`src/hw/rtl/ppd_pkg.sv`:
```
// Package for the period peak detector: register indexes, register widths,
// reset values and fixed-point constants. No dependencies.
package ppd_pkg;

  // Configuration port
  localparam int CFG_INDEX_W = 2;
  localparam int CFG_DATA_W  = 16;

  localparam logic [CFG_INDEX_W-1:0] CFG_RATIO_THRESHOLD = 2'd0;
  localparam logic [CFG_INDEX_W-1:0] CFG_PEAK_FLOOR      = 2'd1;

  // Ratio threshold: unsigned Q4.8
  localparam int RATIO_W    = 12;
  localparam int RATIO_FRAC = 8;
  localparam logic [RATIO_W-1:0] RATIO_RESET = 12'd1971;  // 7.7 rounded down

  // Peak floor: signed 16 bit
  localparam int FLOOR_W = 16;
  localparam logic signed [FLOOR_W-1:0] FLOOR_RESET = 16'sd35;

  // Period counter width and window fill
  localparam int PERIOD_W = 16;
  localparam logic [1:0] FILL_DONE = 2'd2;

endpackage

```
`src/hw/rtl/period_peak_detector.sv`:
```
// Period peak detector top level: input register, single-pass peak/period
// logic and result register. Depends on ppd_pkg.

// Takes one signed sample per cycle (valid/ready) and reports one item per
// detected period: the index and value of the period's maximum and the period
// number. The middle of a three-sample window is tested as a local minimum
// and maximum; a period ends when |max| * 256 >= ratio_threshold * |min|
// (ratio in Q4.8). A sample with last_sample set runs a final check of the
// pending peak against that sample and then restarts the stream. Throughput
// is one sample per cycle while results are taken; a result held by a low
// out_ready stalls the input register, and in_ready follows out_ready in the
// same cycle. A sample accepted into the input register is processed once the
// result register is free or being taken; its result, if any, is valid from
// the next edge. The path that sets the clock is the tracker update followed by
// two parallel 12 x SAMPLE_WIDTH multiply-compares. Configuration writes are
// accepted every cycle and must only be issued while the block is idle.
module period_peak_detector #(
  parameter int SAMPLE_WIDTH = 16,
  parameter int INDEX_WIDTH  = 24
) (
  input  logic                                  clk,
  input  logic                                  rst,
  // configuration
  input  logic                                  cfg_valid,
  output logic                                  cfg_ready,
  input  logic [ppd_pkg::CFG_INDEX_W-1:0]       cfg_index,
  input  logic [ppd_pkg::CFG_DATA_W-1:0]        cfg_data,
  // sample input
  input  logic                                  in_valid,
  output logic                                  in_ready,
  input  logic signed [SAMPLE_WIDTH-1:0]        sample,
  input  logic                                  last_sample,
  // peak output
  output logic                                  out_valid,
  input  logic                                  out_ready,
  output logic [INDEX_WIDTH-1:0]                peak_index,
  output logic signed [SAMPLE_WIDTH-1:0]        peak_value,
  output logic [ppd_pkg::PERIOD_W-1:0]          period_number,
  output logic                                  from_end_check
);

  localparam int CMP_W  = (SAMPLE_WIDTH > ppd_pkg::FLOOR_W) ? SAMPLE_WIDTH
                                                            : ppd_pkg::FLOOR_W;
  localparam int PROD_W = SAMPLE_WIDTH + ppd_pkg::RATIO_W;

  // |num| * 2^frac >= thr * |den| on magnitudes
  function automatic logic ratio_ge(
    input logic [SAMPLE_WIDTH-1:0]       num_mag,
    input logic [SAMPLE_WIDTH-1:0]       den_mag,
    input logic [ppd_pkg::RATIO_W-1:0]   thr
  );
    logic [PROD_W-1:0] lhs;
    logic [PROD_W-1:0] rhs;
    lhs = PROD_W'(num_mag) << ppd_pkg::RATIO_FRAC;
    rhs = PROD_W'(thr) * PROD_W'(den_mag);
    return lhs >= rhs;
  endfunction

  function automatic logic [SAMPLE_WIDTH-1:0] magnitude(
    input logic signed [SAMPLE_WIDTH-1:0] v
  );
    return v[SAMPLE_WIDTH-1] ? SAMPLE_WIDTH'(-v) : SAMPLE_WIDTH'(v);
  endfunction

  // configuration registers
  logic [ppd_pkg::RATIO_W-1:0]        ratio_threshold;
  logic signed [ppd_pkg::FLOOR_W-1:0] peak_floor;

  // input register
  logic                               in_full;
  logic signed [SAMPLE_WIDTH-1:0]     sample_q;
  logic                               last_q;

  // stream state
  logic signed [SAMPLE_WIDTH-1:0]     older_sample, older_sample_next;
  logic signed [SAMPLE_WIDTH-1:0]     middle_sample, middle_sample_next;
  logic [1:0]                         fill_count, fill_count_next;
  logic signed [SAMPLE_WIDTH-1:0]     tracked_min, tracked_min_next;
  logic                               min_valid, min_valid_next;
  logic signed [SAMPLE_WIDTH-1:0]     tracked_max, tracked_max_next;
  logic                               max_valid, max_valid_next;
  logic [INDEX_WIDTH-1:0]             max_position, max_position_next;
  logic [INDEX_WIDTH-1:0]             sample_count, sample_count_next;
  logic [ppd_pkg::PERIOD_W-1:0]       period_count, period_count_next;

  // datapath intermediates
  logic                               proc;
  logic                               fill_done;
  logic [INDEX_WIDTH-1:0]             count_inc;
  logic [INDEX_WIDTH-1:0]             mid_index;
  logic signed [CMP_W-1:0]            floor_cmp;
  logic signed [CMP_W-1:0]            mid_cmp;
  logic signed [CMP_W-1:0]            max1_cmp;
  logic                               is_min, is_max;
  logic signed [SAMPLE_WIDTH-1:0]     min1, max1;
  logic                               minv1, minv2, maxv1;
  logic [INDEX_WIDTH-1:0]             pos1;
  logic [SAMPLE_WIDTH-1:0]            mag_max, mag_min, mag_x;
  logic                               main_hit, end_hit, emit_fire;

  assign cfg_ready = 1'b1;
  assign proc      = in_full && (!out_valid || out_ready);
  assign in_ready  = !in_full || proc;

  // saturating index and the index of the middle sample
  assign count_inc = (sample_count == '1) ? sample_count : sample_count + 1'b1;
  assign mid_index = sample_count - 1'b1;
  assign fill_done = (fill_count == ppd_pkg::FILL_DONE);

  // min/max trackers on the middle of the window
  always_comb begin
    floor_cmp = CMP_W'(peak_floor);
    mid_cmp   = CMP_W'(middle_sample);
    is_min = (older_sample >= middle_sample) && (middle_sample <= sample_q) &&
             (!min_valid || (middle_sample < tracked_min));
    min1   = is_min ? middle_sample : tracked_min;
    minv1  = min_valid || is_min;
    is_max = (older_sample <= middle_sample) && (middle_sample >= sample_q) &&
             (!max_valid || (middle_sample > tracked_max)) && (mid_cmp > floor_cmp);
    max1   = is_max ? middle_sample : tracked_max;
    maxv1  = max_valid || is_max;
    minv2  = is_max ? 1'b0 : minv1;
    pos1   = is_max ? mid_index : max_position;
    max1_cmp = CMP_W'(max1);
  end

  // period end and end-of-stream checks
  always_comb begin
    mag_max = magnitude(max1);
    mag_min = magnitude(min1);
    mag_x   = magnitude(sample_q);
    if (minv2) begin
      main_hit = maxv1 && !((max1 == '0) && (min1 == '0)) &&
                 ratio_ge(mag_max, mag_min, ratio_threshold);
    end else begin
      main_hit = maxv1 && (ratio_threshold == '0);
    end
    // ratio against min is known not reached when main_hit is low
    end_hit = last_q && !main_hit && maxv1 && (max1_cmp > floor_cmp) &&
              !(minv2 && (max1 == '0) && (min1 == '0)) &&
              !((max1 == '0) && (sample_q == '0)) &&
              ratio_ge(mag_max, mag_x, ratio_threshold);
    emit_fire = proc && fill_done && (main_hit || end_hit);
  end

  // next stream state
  always_comb begin
    older_sample_next  = older_sample;
    middle_sample_next = middle_sample;
    fill_count_next    = fill_count;
    tracked_min_next   = tracked_min;
    min_valid_next     = min_valid;
    tracked_max_next   = tracked_max;
    max_valid_next     = max_valid;
    max_position_next  = max_position;
    sample_count_next  = sample_count;
    period_count_next  = period_count;
    if (proc) begin
      older_sample_next  = middle_sample;
      middle_sample_next = sample_q;
      sample_count_next  = count_inc;
      if (!fill_done) begin
        fill_count_next = fill_count + 1'b1;
      end else begin
        tracked_min_next  = min1;
        tracked_max_next  = max1;
        max_position_next = pos1;
        if (main_hit) begin
          max_valid_next = 1'b0;
          min_valid_next = 1'b0;
        end else begin
          max_valid_next = maxv1;
          min_valid_next = minv2;
        end
        if (emit_fire && (period_count != '1)) begin
          period_count_next = period_count + 1'b1;
        end
      end
      // end of stream: back to the reset state
      if (last_q) begin
        older_sample_next  = '0;
        middle_sample_next = '0;
        fill_count_next    = '0;
        tracked_min_next   = '0;
        min_valid_next     = 1'b0;
        tracked_max_next   = '0;
        max_valid_next     = 1'b0;
        max_position_next  = '0;
        sample_count_next  = '0;
        period_count_next  = '0;
      end
    end
  end

  // control and state registers
  always_ff @(posedge clk) begin
    if (rst) begin
      ratio_threshold <= ppd_pkg::RATIO_RESET;
      peak_floor      <= ppd_pkg::FLOOR_RESET;
      in_full         <= 1'b0;
      out_valid       <= 1'b0;
      older_sample    <= '0;
      middle_sample   <= '0;
      fill_count      <= '0;
      tracked_min     <= '0;
      min_valid       <= 1'b0;
      tracked_max     <= '0;
      max_valid       <= 1'b0;
      max_position    <= '0;
      sample_count    <= '0;
      period_count    <= '0;
    end else begin
      if (cfg_valid && cfg_ready) begin
        case (cfg_index)
          ppd_pkg::CFG_RATIO_THRESHOLD: ratio_threshold <= cfg_data[ppd_pkg::RATIO_W-1:0];
          ppd_pkg::CFG_PEAK_FLOOR:      peak_floor      <= cfg_data[ppd_pkg::FLOOR_W-1:0];
          default: ;
        endcase
      end
      if (in_valid && in_ready) begin
        in_full <= 1'b1;
      end else if (proc) begin
        in_full <= 1'b0;
      end
      if (proc) begin
        out_valid <= emit_fire;
      end else if (out_ready) begin
        out_valid <= 1'b0;
      end
      older_sample  <= older_sample_next;
      middle_sample <= middle_sample_next;
      fill_count    <= fill_count_next;
      tracked_min   <= tracked_min_next;
      min_valid     <= min_valid_next;
      tracked_max   <= tracked_max_next;
      max_valid     <= max_valid_next;
      max_position  <= max_position_next;
      sample_count  <= sample_count_next;
      period_count  <= period_count_next;
    end
  end

  // payload registers
  always_ff @(posedge clk) begin
    if (in_valid && in_ready) begin
      sample_q <= sample;
      last_q   <= last_sample;
    end
    if (emit_fire) begin
      peak_index     <= pos1;
      peak_value     <= max1;
      period_number  <= period_count;
      from_end_check <= !main_hit;
    end
  end

`ifndef SYNTH
  // a waiting result is never overwritten
  a_no_overwrite: assert property (@(posedge clk) disable iff (rst)
    out_valid && !out_ready |-> !proc)
    else $error("result register overwritten while stalled");

  // a new result only comes from a processed item
  a_result_source: assert property (@(posedge clk) disable iff (rst)
    $rose(out_valid) |-> $past(proc))
    else $error("result appeared without a processed item");

  // the window counter never passes full
  a_fill_range: assert property (@(posedge clk) disable iff (rst)
    fill_count != 2'd3)
    else $error("fill count out of range");

  // the last item of a stream leaves the stream state cleared
  a_stream_restart: assert property (@(posedge clk) disable iff (rst)
    proc && last_q |=> (fill_count == '0) && (sample_count == '0) &&
                       !max_valid && !min_valid && (period_count == '0))
    else $error("stream state not cleared after last item");

  // the input register is freed whenever it takes a new item while full
  a_input_flow: assert property (@(posedge clk) disable iff (rst)
    in_full && in_valid && in_ready |-> proc)
    else $error("input register overwritten before processing");
`endif

endmodule

```
`config.mk`:
```
export PLATFORM = sky130hd
export DESIGN_NAME = period_peak_detector
export DESIGN_NICKNAME = d
export VERILOG_FILES = /design/src/hw/rtl/ppd_pkg.sv /design/src/hw/rtl/period_peak_detector.sv
export SDC_FILE = /design/constraint.sdc
export NUM_CORES = 1
export LEC_CHECK = 0
export ABC_AREA = 1
export BUFFER_PORTS_ARGS = -buffer_cell sky130_fd_sc_hd__buf_2
export CAP_MARGIN = 30
export CORE_ASPECT_RATIO = 1.1
export CORE_MARGIN = 5
export CORE_UTILIZATION = 35
export DETAILED_ROUTE_END_ITERATION = 10
export PLACE_DENSITY = 0.59
export SLEW_MARGIN = 25
export SYNTH_ARGS = -nofsm -noshare
export SYNTH_HDL_FRONTEND = slang
export SYNTH_SLANG_ARGS = --single-unit
```
`constraint.sdc`:
```
create_clock -name clk -period 28.9 [get_ports clk]
set_clock_uncertainty 0.2 [all_clocks]
set_input_delay 4.335 -clock clk [delete_from_list [all_inputs] [get_ports clk]]
set_output_delay 4.335 -clock clk [all_outputs]
set_load 0.005 [all_outputs]
```
Word-level counts from Yosys, hierarchy flattened:

Index checks and enable logic that the tools add are counted.
W data, S select, Z words.

* output and inout port bits: 60
* bits of input ports: 40
* logic and storage cells: 131
* register bits: 236

* multiply operators: 2
* muxes and demuxes: 33
* magnitude comparators: 10
* eq/ne operators: 6
* reductions and logical operators: 53
* $add $sub $neg: 7

Operator list (count)
* $mux W16: 14
* $mux W24: 5
* $ge A24 B28 Y1: 2
* $mul A12 B16 Y28: 2
* $gt A16 B16 Y1: 3
* $logic_not A16 Y1: 3
* $neg A16 Y16: 3
* $ge A16 B16 Y1: 2
* $le A16 B16 Y1: 2
* $add A24 B1 Y24 const B: 1
* $eq A24 B24 Y1 const B: 1
* $sub A24 B1 Y24 const B: 1
* $logic_and A1 B1 Y1: 23
* $add A16 B1 Y16 const B: 1
* $lt A16 B16 Y1: 1
* $ne A16 B16 Y1 const B: 1
* $logic_not A12 Y1: 1
* $mux W1: 12
* $reduce_and A2 Y1: 5
* $logic_not A1 Y1: 8
* $reduce_bool A2 Y1: 4
* $logic_or A1 B1 Y1: 7
* $mux W2: 2
* $ne A2 B2 Y1 const B: 2
* 5 further kinds: 5

Logic depth before layout (Yosys ltp):

Gate-level depths: netlist of run 1.

* depth after elaboration: 24
* mapped depth: 63
* mapped depth without buffers: 61

Worst setup path before layout of run 1:

Ideal clock, no wire load.

* kind: register to register
* start point: register middle_sample[15] (netlist: mid_cmp[15])
* end point: register from_end_check (enable)
* period minus slack after synthesis: 9.908 ns
* arrival: 9.297 ns
* path slack: 18.992 ns
* library setup time: 0.411 ns
* required time: 28.289 ns
* buffers on the path: 1
* cell stages (with the launch flop): 55
* cell sequence: dfxtp_1 > inv_1 > ha_1 > nand2_1 > inv_1 > nand2_1 > nand2_1 > a21oi_1 > nand3_1 > nand2_1 > nand3_1 > nand2_2 > inv_4 > nand2_4 > buf_6 > nand2_1 > nand2_2 > ha_1 > (+19 left out) > inv_1 > ha_1 > a21oi_1 > o21a_1 > o221ai_1 > a21oi_1 > xor2_1 > ha_1 > nand2_1 > nor3_1 > nand2_1 > nand2_1 > nand2_1 > a21oi_1 > a21oi_4 > nand2_4 > nand2_1 > inv_1

* cells in the longest elaborated chain, start to end: 20
* elaborated cells on any way between the ends: 49
* those cells by class: add/sub (2); mul (1); order compare (10); mux (6); reduce/logical (30)

RTL lines
* start: declaration: RTL line period_peak_detector.sv:76 `logic signed [SAMPLE_WIDTH-1:0] middle_sample, middle_sample_next;`
* start signal: assignment: RTL line period_peak_detector.sv:231 `middle_sample <= middle_sample_next;`
* branches (longest 18 deep; another with $mul A12 B16 Y28)
* $logic_or A1 B1 Y1 *: RTL line period_peak_detector.sv:143 `emit_fire = proc && fill_done && (main_hit || end_hit);`
* $logic_and A1 B1 Y1 *: RTL line period_peak_detector.sv:143
* named net emit_fire: RTL line period_peak_detector.sv:99 `logic main_hit, end_hit, emit_fire;`
* end signal: assignment: RTL line period_peak_detector.sv:253 `from_end_check <= !main_hit;`
* end: declaration: RTL line period_peak_detector.sv:39 `output logic from_end_check`

Mark *: on every way through the listed nets, which the timed path passes.
A chain may end at the register's enable or synchronous reset.

Worst setup path in the final report of run 1:

* start point: register sample_q[15]
* end point: register peak_index[21] (enable)

* cells in the longest elaborated chain, start to end: 20
* elaborated cells on any way between the ends: 46
* those cells by class: add/sub (3); mul (2); order compare (5); mux (7); reduce/logical (29)

RTL lines
* start: declaration: RTL line period_peak_detector.sv:71 `logic signed [SAMPLE_WIDTH-1:0] sample_q;`
* start signal: assignment: RTL line period_peak_detector.sv:246 `sample_q <= sample;`
* branches (longest 18 deep; another with $mul A12 B16 Y28)
* $logic_or A1 B1 Y1 *: RTL line period_peak_detector.sv:143
* $logic_and A1 B1 Y1 *: RTL line period_peak_detector.sv:143
* named net emit_fire: RTL line period_peak_detector.sv:99
* end signal: assignment: RTL line period_peak_detector.sv:250 `peak_index <= pos1;`
* end: declaration: RTL line period_peak_detector.sv:36 `output logic [INDEX_WIDTH-1:0] peak_index,`

Marked as above.

==> results of run 1 <==
-- final cells by class --
| cell class | instances | area [µm²] |
|---|---|---|
| fill | 7787 | 45900 |
| multi-input combinational | 2421 | 17900 |
| sequential | 236 | 5470 |
| inverter | 662 | 2490 |
| tap | 963 | 1200 |
| timing repair buffer | 127 | 733 |
| clock buffer | 33 | 686 |
| clock inverter | 10 | 108 |
| antenna | 4 | 10.0 |
-- Yosys cell counts (all sizes together) (7+ instances only) --
master / count / area [µm²]
nand2: 800 / 3050
inv: 658 / 2470
nor2: 293 / 1140
fa: 280 / 5610
ha: 266 / 3330
a21oi: 245 / 1240
dfxtp: 162 / 3240
o21ai: 130 / 688
nand3: 121 / 668
clkbuf: 84 / 315
edfxtp: 74 / 2220
xor2: 65 / 569
nor3: 39 / 200
nand4: 37 / 231
a211oi: 31 / 233
buf: 22 / 139
xnor2: 19 / 166
nor4: 18 / 128
o211ai: 14 / 105
a31oi: 11 / 68.8
o21a: 11 / 98.9
a21o: 7 / 52.6
or2: 7 / 43.8
-- per-stage QoR --
| stage | hold WS, ns | std cells |
|---|---|---|
| floorplan | 0.231 | 3425 |
| global placement | 0.249 | 4406 |
| detailed placement | 0.254 | 4408 |
| CTS | 0.264 | 4451 |
| global route | 0.278 | 4453 |
| finish | 0.261 | 4456 |
-- logic make-up after synthesis --
| family | synth area share [%] |
|---|---|
| buffers and inverters | 11.2 |
| DFF | 20.8 |
| adders and majority gates | 34.1 |
| AOI/OAI and AO/OA | 10.1 |
| other | 0.0143 |
| and+or+nand+nor | 21.0 |
| xor gates and xnor gates | 2.80 |
-- registers in the layout, indices dropped and copies added, names as in the netlist --
name and cells:
from_end_check 1, sample_count 24, peak_value 16, max_position 24, period_count 16, sample_q 16
peak_index 24, tracked_max 16, out_valid 1, floor_cmp 16, mid_cmp 16, max_valid 1
in_full 1, last_q 1, period_number 16, older_sample 16, tracked_min 16, min_valid 1
ratio_threshold 12, fill_count 2
-- final timing paths --
kind	cells past startpoint	to	from	slack (ns)
worst max-delay path	52	peak_index[21]	sample_q[15]	17.76
worst min-delay path	2	max_position[9]	max_position[9]	0.26
worst max register to register	52	peak_index[21]	sample_q[15]	17.76
worst min register to register	2	max_position[9]	max_position[9]	0.26
-- routing by layer --
layer | global-route usage [%] | wire length [µm] | vias to the layer above
met2 | 32.2 | 37300 | 580
met3 | 2.58 | 4250 | 138
met5 | 0 | 33 | -
met1 | 25.1 | 34100 | 10700
li1 | - | - | 10900
met4 | 7.72 | 3650 | 4
-- critical path: cells and delay by family (launching register included) --
family                     cells  cell delay (ns)
adders and majority gates      8             3.63
xor gates and xnor gates       1             0.16
and+or+nand+nor               22             2.69
buffers and inverters         11             1.67
AOI/OAI and AO/OA             10             1.68
DFF                            1             0.67
==> run_results.csv, run 1 <==
group,metric,value,unit
run_status,status,"complete, no violations",
detailed_routing,post_drt_wl_per_cell,17.8,µm
floorplan,dieArea,0.0805,mm²
global_route,antenna_found_initial,6,
placement,dpl_cell_area,0.0277,mm²
clocking,clk_latency,0.54,ns
placement,gp_congestion,0.934,
synthesis,syn_nets,4011,
detailed_routing,vias_per_cell,5.01,
clocking,postCtsSetupBuffers,0,
synthesis,syn_inst,3425,
final_layout,drive_gt1_share,6.68,%
synthesis,synthFlopType,"dfxtp_1",
synthesis,synth_area_per_cell,7.66,µm²
global_route,overflow,0,
sta,tns,0,ns
detailed_routing,antenna_left,0,
global_route,grt_pass1_vias,21900,
critical_path,cp-start-kind,"flip-flop",
sta,rsz0062_at_grt,"no",
placement,dp_hpwl,63.0,mm
final_layout,final_common_cell,"nand2_1",
synthesis,synth_edf_count,74,
critical_path,critical_path_arrival,11.11,ns
clocking,tritoncts,"yes",
floorplan,core,0.0745,mm²
clocking,numClockSinks,236,
final_layout,stdcell_area,0.0286,mm²
floorplan,start_util,35.2,%
synthesis,syn_area,0.0262,mm²
detailed_routing,drc,0,
job,max_cap_viol_count,0,
critical_path,cp.required,28.87,ns
critical_path,crit_type,"reg -> reg",
synthesis,ys_ff_latch,236,
floorplan,die_y,297,µm
placement,port_buffers,98,
synthesis,synthArstFlopShare,0,%
sta,setup_ws,17.76,ns
critical_path,cp-end-kind,"flip-flop",
detailed_routing,drt_pass1_iterations,7,
sta,setup_viol,0,
detailed_routing,detail_route.iter0.violations,1409,
sta,hold_violations,0,
floorplan,die_w,271,µm
synthesis,synthDistinctLibCells,59,
clocking,clk_pin_slew,0.07,ns
min_path,hp-class,"reg -> reg",
global_route,track_usage,19.2,%
clocking,cts_buffer_depth,3,
global_route,grt_pass1_wl,124,mm
final_layout,fin_nets,4058,
floorplan,pin_count,100,
detailed_routing,vias,22300,
critical_path,path_max_fanout,53,
clocking,cts_buffers,24,
sta,finalCriticalPeriod,11.14,ns
sta,post-route-period-util,38.5,%
critical_path,worst_path_largest_cell_delay,0.67,ns
detailed_routing,drt_wl_total,79.3,mm
final_layout,final_cell_mix,"nand2_1, inv_1, nor2_1",
final_layout,syn2layout_area_growth,8.85,%
clocking,cts-resized-gates,0,
clocking,cts_root_buf,"clkbuf_16",
synthesis,yosysSeqAreaShare,20.8,%
critical_path,crit_top_cell,"nand2_1",
global_route,grt_max_degree,71,
critical_path,cp_slowest_cell,"edfxtp_1",
floorplan,rows,105,
clocking,ctsHoldBuffers,0,
sta,max_freq,89.8,MHz
placement,dp_slack,17.89,ns
sta,worstMarginPinSlew,0.985,ns
sta,slew_headroom,34.3,%
final_layout,utilization,38.3,%
synthesis,yosysWarnings,0,
clocking,h-tree-depth,1,
sta,slew_violations,0,
Power of run 1 is left out: the tool's default activity adds up to more than one toggle a clock period on the data nets, which glitch-free logic cannot reach.
==> run 2: changes to the inputs <==
clock period = 11.3 ns   (was 28.9 ns; I/O delays follow)
==> run_results.csv, run 2 (synthesized netlist as in run 1, its figures left out) <==
group,metric,value,unit
floorplan,dieArea,0.0805,mm²
final_layout,fin_nets,4064,
detailed_routing,drc,0,
clocking,h-tree-depth,1,
critical_path,crit_type,"reg -> reg",
critical_path,worst_path_largest_cell_delay,0.60,ns
critical_path,cp-start-kind,"flip-flop",
floorplan,start_util,35.2,%
clocking,cts_buffers,25,
job,max_cap_viol_count,0,
critical_path,critical_path_arrival,10.49,ns
clocking,clk_latency,0.54,ns
critical_path,cp.required,11.31,ns
clocking,cts_root_buf,"clkbuf_16",
global_route,overflow,0,
detailed_routing,drt_wl_total,80.4,mm
sta,max_freq,95.4,MHz
global_route,track_usage,19.6,%
detailed_routing,post_drt_wl_per_cell,18.0,µm
critical_path,r2r-start,"mid_cmp[6]",
floorplan,rows,105,
floorplan,pin_count,100,
min_path,whs_endpoint,"max_position[9]",
final_layout,drive_gt1_share,7.18,%
global_route,grt_pass1_vias,22400,
clocking,numClockSinks,236,
sta,rsz0062_at_grt,"no",
clocking,postCtsSetupBuffers,0,
sta,slew_violations,0,
sta,worstMarginPinSlew,0.956,ns
final_layout,final_common_cell,"nand2_1",
critical_path,cp_slowest_cell,"dfxtp_1",
detailed_routing,detail_route.iter0.violations,1507,
sta,setup_viol,0,
global_route,grt_max_degree,78,
critical_path,path_max_fanout,57,
floorplan,die_w,271,µm
sta,post-route-period-util,92.7,%
critical_path,reg2reg_slack,0.82,ns
global_route,grt_pass1_wl,126,mm
global_route,antenna_found_initial,8,
min_path,hold_path_depth,2,
placement,port_buffers,98,
clocking,clk_pin_slew,0.06,ns
final_layout,top_regs,"max_position x24, peak_index x24, sample_count x24",
sta,tns,0,ns
critical_path,regToRegEndpoint,"peak_index[23]",
clocking,cts_buffer_depth,3,
final_layout,syn2layout_area_growth,9.49,%
detailed_routing,vias,22300,
min_path,hp-class,"reg -> reg",
sta,finalCriticalPeriod,10.48,ns
floorplan,die_y,297,µm
clocking,tritoncts,"yes",
final_layout,utilization,38.6,%
critical_path,r2r_cells,52,
placement,gp_congestion,1.00,
run_status,status,"complete, no violations",
sta,hold_violations,0,
critical_path,path_buf_inv,12,
final_layout,final_cell_mix,"nand2_1, inv_1, nor2_1",
detailed_routing,vias_per_cell,5.00,
detailed_routing,antenna_left,0,
critical_path,cp-end-kind,"flip-flop",
sta,slew_headroom,36.2,%
detailed_routing,drt_pass1_iterations,5,
floorplan,core,0.0745,mm²
placement,dp_hpwl,64.3,mm
critical_path,cp_top_family,"adder cells",
min_path,hp-start,"max_position[9]",
run 2: cell count changes in the layout (fill, tap and decap cells not counted), moves of 2 or more:
cell       before  now
inv_2          11    9
buf_8           3    0
o21ai_0       108  106
clkbuf_16      25   27
a21oi_2         1    3
clkbuf_1        5    3
a21oi_1       243  241
buf_16          0    2
dfxtp_2         0    9
buf_4          27   33
bufinv_16       2    4
dfxtp_1       162  153
o21ai_1        14   16
inv_4           2    5
run 2: cell type report:
class | instances | area (µm²)
diodes | 5 | 12.5
clock buffers | 32 | 714
clock inverters | 13 | 169
fillers | 7809 | 45800
inverters | 662 | 2490
multi-input cells | 2421 | 17900
flip-flops and latches | 236 | 5480
well taps | 963 | 1200
repair buffers | 132 | 788
run 2: timing repair:
action,in CTS,in global routing
endpoints found under the setup margin,0,66
resized for setup,0,14
hold buffers,0,0
run 2: stage by stage:
| step | hold WS, ns | area, µm² | setup WS, ns | std cells |
|---|---|---|---|---|
| after floorplan | 0.231 | 26200 | 1.39 | 3425 |
| after global placement | 0.250 | 27800 | 0.852 | 4413 |
| after detailed placement | 0.252 | 27800 | 0.730 | 4414 |
| after CTS | 0.261 | 28700 | 0.711 | 4459 |
| after global routing | 0.280 | 28700 | 0.0613 | 4460 |
| final | 0.259 | 28700 | 0.822 | 4464 |
run 2: worst min-delay path, stage by stage, from the launching register on:
cell and delay, ns:
dfxtp_1 0.30, nand2_1 0.06, a21oi_1 0.05
run 2: routing by layer:
| metal | GRT usage [%] | up-vias | wire, µm |
|---|---|---|---|
| met5 | 0 | - | 49 |
| met4 | 8.38 | 6 | 4000 |
| met3 | 3.00 | 176 | 4840 |
| met2 | 33.0 | 624 | 37800 |
| met1 | 25.1 | 10700 | 33700 |
| li1 | - | 10900 | - |
run 2: worst max-delay path by stage:
stage / from / end / slack [ns] / cells after the start
final: mid_cmp[6] / peak_index[23] / 0.82 / 52
after global routing: sample_q[15] / peak_index[22] / 0.06 / 56
after global placement: mid_cmp[7] / peak_index[23] / 0.85 / 48
after detailed placement: mid_cmp[3] / peak_index[23] / 0.73 / 52
after CTS: mid_cmp[3] / peak_index[22] / 0.71 / 52
after floorplan: mid_cmp[15] / from_end_check / 1.39 / 54
Power of run 2 is left out for the same reason.
